## config.mk

```make
export PLATFORM = sky130hd
export DESIGN_NAME = ps2_mouse_cursor_tracker
export DESIGN_NICKNAME = d
export VERILOG_FILES = /design/src/pmct_pkg.sv /design/src/ps2_mouse_cursor_tracker.sv
export SDC_FILE = /design/constraint.sdc
export NUM_CORES = 1
export LEC_CHECK = 0
export BUFFER_PORTS_ARGS = -buffer_cell sky130_fd_sc_hd__buf_2
export CAP_MARGIN = 20
export CORE_ASPECT_RATIO = 1.4
export CORE_UTILIZATION = 49
export CTS_CLUSTER_SIZE = 40
export DETAILED_ROUTE_END_ITERATION = 16
export PLACE_DENSITY = 0.77
export SLEW_MARGIN = 40
export SYNTH_ARGS = -nofsm -noshare
export SYNTH_HDL_FRONTEND = slang
export SYNTH_SLANG_ARGS = --single-unit
```

## constraint.sdc

```tcl
create_clock -name clk -period 3.3 [get_ports clk]
set_input_delay 0.165 -clock clk [delete_from_list [all_inputs] [get_ports clk]]
set_output_delay 0.165 -clock clk [all_outputs]
set_load 0.005 [all_outputs]
```

## src/pmct_pkg.sv

```systemverilog
// Shared constants, types and the clamp function for the PS/2 cursor tracker.
// No dependencies; imported by ps2_mouse_cursor_tracker.
`default_nettype none

package pmct_pkg;

  localparam int unsigned CfgAddrWidth = 3;
  localparam int unsigned CfgDataWidth = 32;

  // register addresses, decoded on paddr[2]
  localparam logic REG_SCREEN_COLUMNS = 1'b0;
  localparam logic REG_SCREEN_ROWS    = 1'b1;

  localparam logic [7:0] SCREEN_COLUMNS_RESET = 8'd80;
  localparam logic [7:0] SCREEN_ROWS_RESET    = 8'd25;
  localparam logic [7:0] CURSOR_COLUMN_RESET  = 8'd40;
  localparam logic [7:0] CURSOR_ROW_RESET     = 8'd12;

  // byte position within a packet
  localparam logic [1:0] POS_BUTTONS = 2'd0;
  localparam logic [1:0] POS_X_DELTA = 2'd1;
  localparam logic [1:0] POS_Y_DELTA = 2'd2;
  localparam logic [1:0] POS_UNUSED  = 2'd3;

  typedef logic [2:0] buttons_t;

  typedef struct packed {
    logic       from_aux;
    logic [7:0] data_byte;
  } in_item_t;

  // clamp a signed coordinate to 0 .. size-1, with a size of zero read as one
  function automatic logic [7:0] clamp_coord(input logic signed [9:0] v,
                                             input logic [7:0] size);
    logic [7:0] limit;
    limit = (size == 8'd0) ? 8'd0 : size - 8'd1;
    if (v < 10'sd0) begin
      clamp_coord = 8'd0;
    end else if (v > $signed({2'b00, limit})) begin
      clamp_coord = limit;
    end else begin
      clamp_coord = v[7:0];
    end
  endfunction

endpackage

`default_nettype wire

```

## src/ps2_mouse_cursor_tracker.sv

```systemverilog
// PS/2 mouse cursor tracker: packet assembly, cursor update and result register.
// Depends on pmct_pkg.
`default_nettype none

// Takes one controller byte per cycle on the in_ channel; bytes with in_from_aux
// low are dropped. Every third aux byte completes a mouse packet and produces
// one result on the out_ channel: the cursor position before and after the
// move (clamped to the screen size registers), the three button bits and the
// mask of buttons that changed since the previous packet. Throughput is one
// byte per cycle; the last byte of a packet waits in the input register until
// the result register is free, then moves into it together with the cursor
// update, and the result is offered from there. The cursor update is a
// single add-and-clamp stage between those two registers. Input is held off
// only while a finished result waits in the output register and the next byte
// would produce another one. Screen size registers sit at byte address 0
// (columns) and 4 (rows) and should only be written while the block is idle.
module ps2_mouse_cursor_tracker (
  input  wire                              clk,
  input  wire                              rst_n,
  input  wire                              in_valid,
  output logic                             in_ready,
  input  wire                              in_from_aux,
  input  wire  [7:0]                       in_data_byte,
  output logic                             out_valid,
  input  wire                              out_ready,
  output logic [7:0]                       out_old_column,
  output logic [7:0]                       out_old_row,
  output logic [7:0]                       out_new_column,
  output logic [7:0]                       out_new_row,
  output logic [2:0]                       out_button_bits,
  output logic [2:0]                       out_changed_buttons,
  input  wire                              cfg_psel,
  input  wire                              cfg_penable,
  input  wire                              cfg_pwrite,
  input  wire  [pmct_pkg::CfgAddrWidth-1:0] cfg_paddr,
  input  wire  [pmct_pkg::CfgDataWidth-1:0] cfg_pwdata,
  output logic [pmct_pkg::CfgDataWidth-1:0] cfg_prdata,
  output logic                             cfg_pready
);
  import pmct_pkg::*;

  logic [7:0] screen_columns_r;
  logic [7:0] screen_rows_r;

  logic       s1_valid_r;
  in_item_t   s1_item_r;

  logic [1:0] byte_pos_r;
  logic [7:0] button_byte_r;
  logic [7:0] x_delta_r;
  logic [7:0] cursor_column_r;
  logic [7:0] cursor_row_r;
  buttons_t   prev_buttons_r;

  logic       out_valid_r;
  logic [7:0] old_column_r;
  logic [7:0] old_row_r;
  logic [7:0] new_column_r;
  logic [7:0] new_row_r;
  buttons_t   button_bits_r;
  buttons_t   changed_r;

  logic              cfg_write;
  logic              s1_is_last;
  logic              s1_advance;
  logic              s1_take;
  logic              load_result;
  logic signed [9:0] column_sum;
  logic signed [9:0] row_sum;
  logic [7:0]        column_nxt;
  logic [7:0]        row_nxt;
  buttons_t          buttons_nxt;

  // configuration port
  assign cfg_pready = 1'b1;
  assign cfg_write  = cfg_psel && cfg_penable && cfg_pwrite;

  always_comb begin
    if (cfg_paddr[2] == REG_SCREEN_ROWS) begin
      cfg_prdata = {{(CfgDataWidth-8){1'b0}}, screen_rows_r};
    end else begin
      cfg_prdata = {{(CfgDataWidth-8){1'b0}}, screen_columns_r};
    end
  end

  always_ff @(posedge clk) begin
    if (!rst_n) begin
      screen_columns_r <= SCREEN_COLUMNS_RESET;
      screen_rows_r    <= SCREEN_ROWS_RESET;
    end else if (cfg_write) begin
      if (cfg_paddr[2] == REG_SCREEN_COLUMNS) begin
        screen_columns_r <= cfg_pwdata[7:0];
      end else begin
        screen_rows_r <= cfg_pwdata[7:0];
      end
    end
  end

  // a byte in stage 1 completes a packet only at the third position
  assign s1_is_last  = s1_valid_r && s1_item_r.from_aux && (byte_pos_r == POS_Y_DELTA);
  assign s1_advance  = !s1_is_last || !out_valid_r || out_ready;
  assign s1_take     = s1_valid_r && s1_advance && s1_item_r.from_aux;
  assign load_result = s1_is_last && s1_advance;
  assign in_ready    = !s1_valid_r || s1_advance;

  always_ff @(posedge clk) begin
    if (!rst_n) begin
      s1_valid_r <= 1'b0;
    end else if (in_ready) begin
      s1_valid_r <= in_valid;
    end
  end

  always_ff @(posedge clk) begin
    if (in_ready && in_valid) begin
      s1_item_r.from_aux  <= in_from_aux;
      s1_item_r.data_byte <= in_data_byte;
    end
  end

  // cursor update
  assign column_sum  = $signed({2'b00, cursor_column_r}) + $signed({{2{x_delta_r[7]}}, x_delta_r});
  assign row_sum     = $signed({2'b00, cursor_row_r})
                       - $signed({{2{s1_item_r.data_byte[7]}}, s1_item_r.data_byte});
  assign column_nxt  = clamp_coord(column_sum, screen_columns_r);
  assign row_nxt     = clamp_coord(row_sum, screen_rows_r);
  assign buttons_nxt = button_byte_r[2:0];

  always_ff @(posedge clk) begin
    if (!rst_n) begin
      byte_pos_r      <= POS_BUTTONS;
      cursor_column_r <= CURSOR_COLUMN_RESET;
      cursor_row_r    <= CURSOR_ROW_RESET;
      prev_buttons_r  <= '0;
    end else if (s1_take) begin
      unique case (byte_pos_r)
        POS_X_DELTA: byte_pos_r <= POS_Y_DELTA;
        POS_Y_DELTA: begin
          byte_pos_r      <= POS_BUTTONS;
          cursor_column_r <= column_nxt;
          cursor_row_r    <= row_nxt;
          prev_buttons_r  <= buttons_nxt;
        end
        default:     byte_pos_r <= POS_X_DELTA;
      endcase
    end
  end

  // packet bytes hold no reset value; a packet never completes before both are stored
  always_ff @(posedge clk) begin
    if (s1_take) begin
      if (byte_pos_r == POS_X_DELTA) begin
        x_delta_r <= s1_item_r.data_byte;
      end else if (byte_pos_r != POS_Y_DELTA) begin
        button_byte_r <= s1_item_r.data_byte;
      end
    end
  end

  // result register
  always_ff @(posedge clk) begin
    if (!rst_n) begin
      out_valid_r <= 1'b0;
    end else if (load_result) begin
      out_valid_r <= 1'b1;
    end else if (out_ready) begin
      out_valid_r <= 1'b0;
    end
  end

  always_ff @(posedge clk) begin
    if (load_result) begin
      old_column_r  <= cursor_column_r;
      old_row_r     <= cursor_row_r;
      new_column_r  <= column_nxt;
      new_row_r     <= row_nxt;
      button_bits_r <= buttons_nxt;
      changed_r     <= buttons_nxt ^ prev_buttons_r;
    end
  end

  assign out_valid           = out_valid_r;
  assign out_old_column      = old_column_r;
  assign out_old_row         = old_row_r;
  assign out_new_column      = new_column_r;
  assign out_new_row         = new_row_r;
  assign out_button_bits     = button_bits_r;
  assign out_changed_buttons = changed_r;

  // the unused position code is never reached
  a_pos_legal: assert property (@(posedge clk) disable iff (!rst_n)
    byte_pos_r != POS_UNUSED)
    else $error("byte position reached unused code");

  // a loaded result carries the cursor the tracker now holds
  a_result_cursor: assert property (@(posedge clk) disable iff (!rst_n)
    load_result |=> (out_new_column == cursor_column_r) && (out_new_row == cursor_row_r))
    else $error("result position differs from stored cursor");

  // the change mask is taken against the buttons of the packet before
  a_result_changed: assert property (@(posedge clk) disable iff (!rst_n)
    load_result |=> out_changed_buttons == (out_button_bits ^ $past(prev_buttons_r)))
    else $error("changed button mask inconsistent");

endmodule

`default_nettype wire

```

==> metrics.yaml, run 1 <==
status: "finished with violations"
violations: "setup timing"
finalSetupTns_ps: -9690
max-slew-margin-rel: 0.537
clk_latency_ps: 350
wl_per_cell_microns: 15.8
die_h_microns: 125
fin_crit_sh: 1.13
numCtsBuffers: 9
globalRoute.totalOverflow: 0
cts-root-buf: "clkbuf_16"
setup-violations-final: 32
pin_count: 124
synth_top_area_frac: 0.327
core-area_sq_um: 10500
synth.distinct_cells: 45
clock_sinks: 97
syn_area_per_cell_sq_um: 10.1
use_met2: 0.407
finalHoldViolations: 0
rsz0062_at_grt: "true"
ys_seq_elements: 97
die_width_microns: 90.2
final.min_clock_period_ps: 3730
firstDrtPassIters: 5
start_util: 0.510
fp-row-count: 44
max-cap-violations: 0
grt_pass1_vias: 4184
required_ps: 3510
grt_pass1_wl_microns: 20000
ant_nets: 0
final_cell_mix: "buf_2, buf_4, nand2_1"
vias: 4395
cts_buffer_depth: 2
synth_flop_cell: "edfxtp_1"
p_per_area_nw_per_um2: 393
whs_ps: 10.9
drtIter0Drc: 286
synth_edf_count: 58
yosysWarnings: 0
top_usage_layer: "met2"
io_buffers: 72
critPathKind: "flip-flop to flip-flop"
arrival_ps: 3940
dp_hpwl_microns: 9300
area.growth.synth_to_final_pct: 33.3
crit_fanout: 4
p_leak_nw: 3.09
fmaxAchievable_mhz: 268
synth_area_leaders: "edfxtp_1, dfxtp_1, ha_1"
cp_slowest_cell: "edfxtp_1"
netlist_area_sq_um: 5330
cpPeakStageDelay_ps: 400
synthArstFlopShare: 0
antenna_found_initial: 0
wl_microns: 13100
synthesis.instances: 528
grt_start_max_net_pins: 42
end_kind: "flip-flop"
skew_ps: 9.39
worst_pin_slew_ps: 694
yosys.area.top_type: "edfxtp_1"
start_kind: "flip-flop"
final_nets: 779
crit_chain: "ha_2, fa_2, nor2b_2, o31a_1, o21a_1, nor2_2, xnor2_2, ha_1, nand4_1, nor2_2, and3_4, o21bai_4, a22oi_4, buf_6, buf_6, mux2_4, nor2_4"
min_path_type: "input pin to flip-flop"
drc: 0
num_antenna_cells: 0
cts_tree: "done"
worst_slack_ps: -435
vias_per_cell: 5.30
h-tree-depth: 3
final_cell_area_sq_um: 7110
grt.met3_usage: 0.0353
use_met1: 0.259
drive_above_1_share: 0.352
gp_congestion: 0.949
report.final.slew_viol_count: 0
placed_area_sq_um: 6280
irDropWorstVdd_v: 0.000267
yosysSeqAreaShare: 0.473
track_usage: 0.227
fin_total_pwr_w: 0.00280
clk_pin_slew_worst_paths_ps: 70
dieArea_sq_um: 11300
[per-layer routing]
layer / part of all wire / vias up / routed length, microns
li1: - / 2093 / -
met1: 0.39 / 2090 / 5160
met2: 0.52 / 170 / 6840
met3: 0.044 / 42 / 581
met4: 0.041 / 0 / 542
met5: 0 / - / 0
[repair_timing]
action,CTS,global route
endpoints found under the hold margin,7,0
cloned,0,0
setup endpoints to repair,32,32
pin swaps,24,17
gates resized for setup,40,42
setup buffers,14,4
hold buffers,7,0
[where the power goes]
group / internal [W] / leakage (nW) / switching, W
Clock: 0.000513 / 0.129 / 0.000446
Sequential: 0.00130 / 0.861 / 0.0000139
Combinational: 0.000258 / 2.10 / 0.000264
[layout make-up]
class	instances	area (sq um)
multi-input cells	376	2890
flip-flops and latches	97	2520
well taps	138	173
clock buffers	10	229
fillers	761	3350
repair buffers	162	1100
inverters	40	150
clock inverters	6	42.5
[synthesized netlist by cell type (9+ instances only)]
library cell and instances:
a21boi_0 16, a21o_1 11, a21oi_1 12, buf_4 25
clkbuf_1 11, dfxtp_1 39, edfxtp_1 58, ha_1 40
inv_1 40, mux2_2 9, mux2i_1 13, nand2_1 70
nand3_1 12, nor2_1 55, o21ai_0 23, xnor2_1 14
xor2_1 11
[final timing paths]
path                                        startpoint                  endpoint  slack, ps  cells after the start
worst max-delay path            s1_item_r[0]$_DFFE_PP_  out_new_row[1]$_DFFE_PP_       -430                     17
worst min-delay path                   in_data_byte[1]    s1_item_r[1]$_DFFE_PP_         10                      1
worst max register to register  s1_item_r[0]$_DFFE_PP_  out_new_row[1]$_DFFE_PP_       -430                     17
worst min register to register  s1_item_r[6]$_DFFE_PP_    x_delta_r[6]$_DFFE_PP_        470                      0
[registers in the layout, summed over array words and instances (netlist names), 8 cells and up]
name	count
out_new_row	8
screen_rows_r	8
cursor_row_r	8
out_new_column	8
cursor_column_r	8
out_old_column	8
screen_columns_r	8
s1_item_r	9
x_delta_r	8
out_old_row	8
[per-stage QoR]
stage	utilization	cells	worst slack, ps
6_report	0.680	829	-435
5_1_grt	0.680	829	-642
4_1_cts	0.657	826	-317
3_5_place_dp	0.600	789	-429
3_3_place_gp	0.600	789	-400
2_1_floorplan	-	551	-88.9
[cells by family (layout without fill, tap and decap cells)]
group / Yosys count / count (layout) / synth area share
adder cells (fa/ha/maj): 42 / 42 / 0.101
XOR/XNOR: 25 / 25 / 0.0411
flip-flops: 97 / 97 / 0.473
multiplexers: 22 / 22 / 0.0434
buffers and inverters: 78 / 218 / 0.0725
AND/OR/NAND/NOR: 174 / 174 / 0.142
other: 2 / 25 / 0.00141
AO/OA/AOI/OAI: 88 / 88 / 0.125
[worst max-delay path: cells and delay by family, from the launching register on]
| kind | cells | cell delay (ps) |
|---|---|---|
| AOI/OAI and AO/OA | 4 | 710 |
| adders and majority gates | 3 | 860 |
| xor gates and xnor gates | 1 | 140 |
| and+or+nand+nor | 6 | 880 |
| muxes | 1 | 340 |
| DFF | 1 | 400 |
| buffers and inverters | 2 | 270 |
Note: power is estimated with default switching activity, not from simulation.
==> inputs of run 2 (changes only) <==
Settings changed: SKIP_LAST_GASP set to 1.
==> run 2 against run 1 <==
The flow still finishes with violations (setup timing). Combinational power barely moved. Flip-flop and latch count did not move. Clock skew decreased by 0.54 ps. Sequential share of layout area is the same. Critical path depth is the same. Setup slack improved by 2.0 ps. Non-clock buffer count unchanged. Register-to-register slack about the same. Hold slack lost 2.4 ps. Core utilization unchanged.
==> metrics.yaml, run 2 (synthesis gave the netlist of run 1 again) <==
max-slew-margin-rel: 0.541  # +0.00367
fillerInstances: 761  # unchanged
worst_slack_ps: -433  # +1.95 ps
dp.cells: 789  # unchanged
fmaxAchievable_mhz: 268  # about the same
final_nets: 779  # unchanged
die_h_microns: 125  # unchanged
cts_buffer_depth: 2  # unchanged
crit_fanout: 4  # unchanged
grt_pass1_wl_microns: 20000  # unchanged
hold_end: "s1_item_r[1]$_DFFE_PP_"
critPathKind: "flip-flop to flip-flop"
dieArea_sq_um: 11300  # unchanged
die_width_microns: 90.2  # unchanged
wl_per_cell_microns: 15.8  # about the same
setup-violations-final: 32  # unchanged
clock_sinks: 97  # unchanged
gp_congestion: 0.949  # unchanged
fp-row-count: 44  # unchanged
firstDrtPassIters: 7  # +2
clk_latency_ps: 350  # about the same
dp_hpwl_microns: 9300  # unchanged
worst_pin_slew_ps: 689  # -5.51 ps
fin_crit_sh: 1.13  # about the same
finalSetupTns_ps: -9500  # +190 ps
report.final.slew_viol_count: 0  # unchanged
final.min_clock_period_ps: 3730  # -1.95 ps
final_cell_mix: "buf_2, buf_4, nand2_1"
numCtsBuffers: 9  # unchanged
fin_total_pwr_w: 0.00280  # about the same
grt_start_max_net_pins: 42  # unchanged
skew_ps: 8.84  # -0.544 ps
post-route-util: 0.680  # unchanged
antenna_found_initial: 0  # unchanged
irDropWorstVdd_v: 0.000269  # +1.1%
cts-root-buf: "clkbuf_16"
r2r-start: "s1_item_r[0]$_DFFE_PP_"
required_ps: 3510  # about the same
vias_per_cell: 5.30  # about the same
num_antenna_cells: 0  # unchanged
arrival_ps: 3940  # about the same
area.growth.synth_to_final_pct: 33.3  # unchanged
drc: 0  # unchanged
pin_count: 124  # unchanged
violations: "setup timing"
clk_pin_slew_worst_paths_ps: 70  # about the same
start_kind: "flip-flop"
rsz0062_at_grt: "true"
finalNonFillerCells: 829  # unchanged
hold_depth: 1  # unchanged
top_register: "s1_item_r"
drtIter0Drc: 249  # -13%
end_kind: "flip-flop"
finalHoldViolations: 0  # unchanged
cts_tree: "done"
p_per_area_nw_per_um2: 394  # about the same
wl_microns: 13100  # about the same
h-tree-depth: 3  # unchanged
core-area_sq_um: 10500  # unchanged
rr_worst_depth: 17  # unchanged
reg2reg_slack_ps: -430  # about the same
min_from: "in_data_byte[1]"
max-cap-violations: 0  # unchanged
globalRoute.totalOverflow: 0  # unchanged
io_buffers: 72  # unchanged
multi_input_area_sq_um: 2890  # unchanged
p_leak_nw: 3.09  # unchanged
grt_pass1_vias: 4184  # unchanged
track_usage: 0.227  # unchanged
largest_reg_flops: 9  # unchanged
vias: 4393  # -0.046%
seqCellArea_sq_um: 2520  # unchanged
start_util: 0.510  # unchanged
worst_r2r_endpoint: "out_new_row[1]$_DFFE_PP_"
drive_above_1_share: 0.352  # unchanged
crit_path_start: "s1_item_r[0]$_DFFE_PP_"
place_ws_ps: -429  # unchanged
min_path_type: "input pin to flip-flop"
status: "finished with violations"
ant_nets: 0  # unchanged
==> run 2: stage by stage <==
| stage | hold slack [ps] | instance area [sq um] |
|---|---|---|
| after floorplan | 264 | 5470 |
| after detailed placement | 345 | 6280 |
| after CTS | 6.02 | 6870 |
| after global routing | 6.89 | 7110 |
| after global placement | 344 | 6280 |
| final | 8.48 | 7110 |
==> run 2: timing repair <==
item | CTS | global route
pin swaps | 24 | 17
hold endpoints to repair | 7 | 0
buffers inserted | 14 | 4
gates resized for setup | 40 | 42
setup endpoints to repair | 32 | 32
hold buffers | 7 | 0
==> run 2: worst max-delay path: stages, from the launching register on <==
cell and delay [ps]:
edfxtp_1 400, ha_2 210, fa_2 350, nor2b_2 150, o31a_1 180, o21a_1 150
nor2_2 60, xnor2_2 140, ha_1 300, nand4_1 120, nor2_2 210, and3_4 240
o21bai_4 80, a22oi_4 300, buf_6 160, buf_6 110, mux2_4 340, nor2_4 100
==> run 2: how the worst max path moves through the flow <==
stage                                      endpoint  slack, ps  cells after the start
CTS                 cursor_column_r[3]$_SDFFE_PN1P_       -320                     16
global placement    cursor_column_r[3]$_SDFFE_PN1P_       -400                     17
global route           cursor_row_r[2]$_SDFFE_PN1P_       -640                     16
floorplan               out_new_column[3]$_DFFE_PP_        -90                     14
detailed placement  cursor_column_r[3]$_SDFFE_PN1P_       -430                     17
finish                     out_new_row[1]$_DFFE_PP_       -430                     17
==> run 2: metal layers <==
layer | routed length (microns) | up-vias | share of wire | track usage
met3 | 629 | 39 | 0.048 | 0.0353
met1 | 5100 | 2085 | 0.39 | 0.259
li1 | - | 2093 | - | -
met2 | 6830 | 176 | 0.52 | 0.407
met4 | 546 | 0 | 0.042 | 0.119
met5 | 0 | - | 0 | 0
==> run 2: cell type report <==
type                            instances  share of cell area
Multi-Input combinational cell        376               0.407
Clock buffer                           10              0.0322
Clock inverter                          6             0.00598
Sequential cell                        97               0.355
Inverter                               40              0.0211
Tap cell                              138              0.0243
Timing Repair Buffer                  162               0.155
==> run 2: power by group <==
group,internal (W),leakage [nW],switching (W)
Sequential,0.00130,0.861,0.0000138
Combinational,0.000258,2.10,0.000264
Clock,0.000513,0.129,0.000449
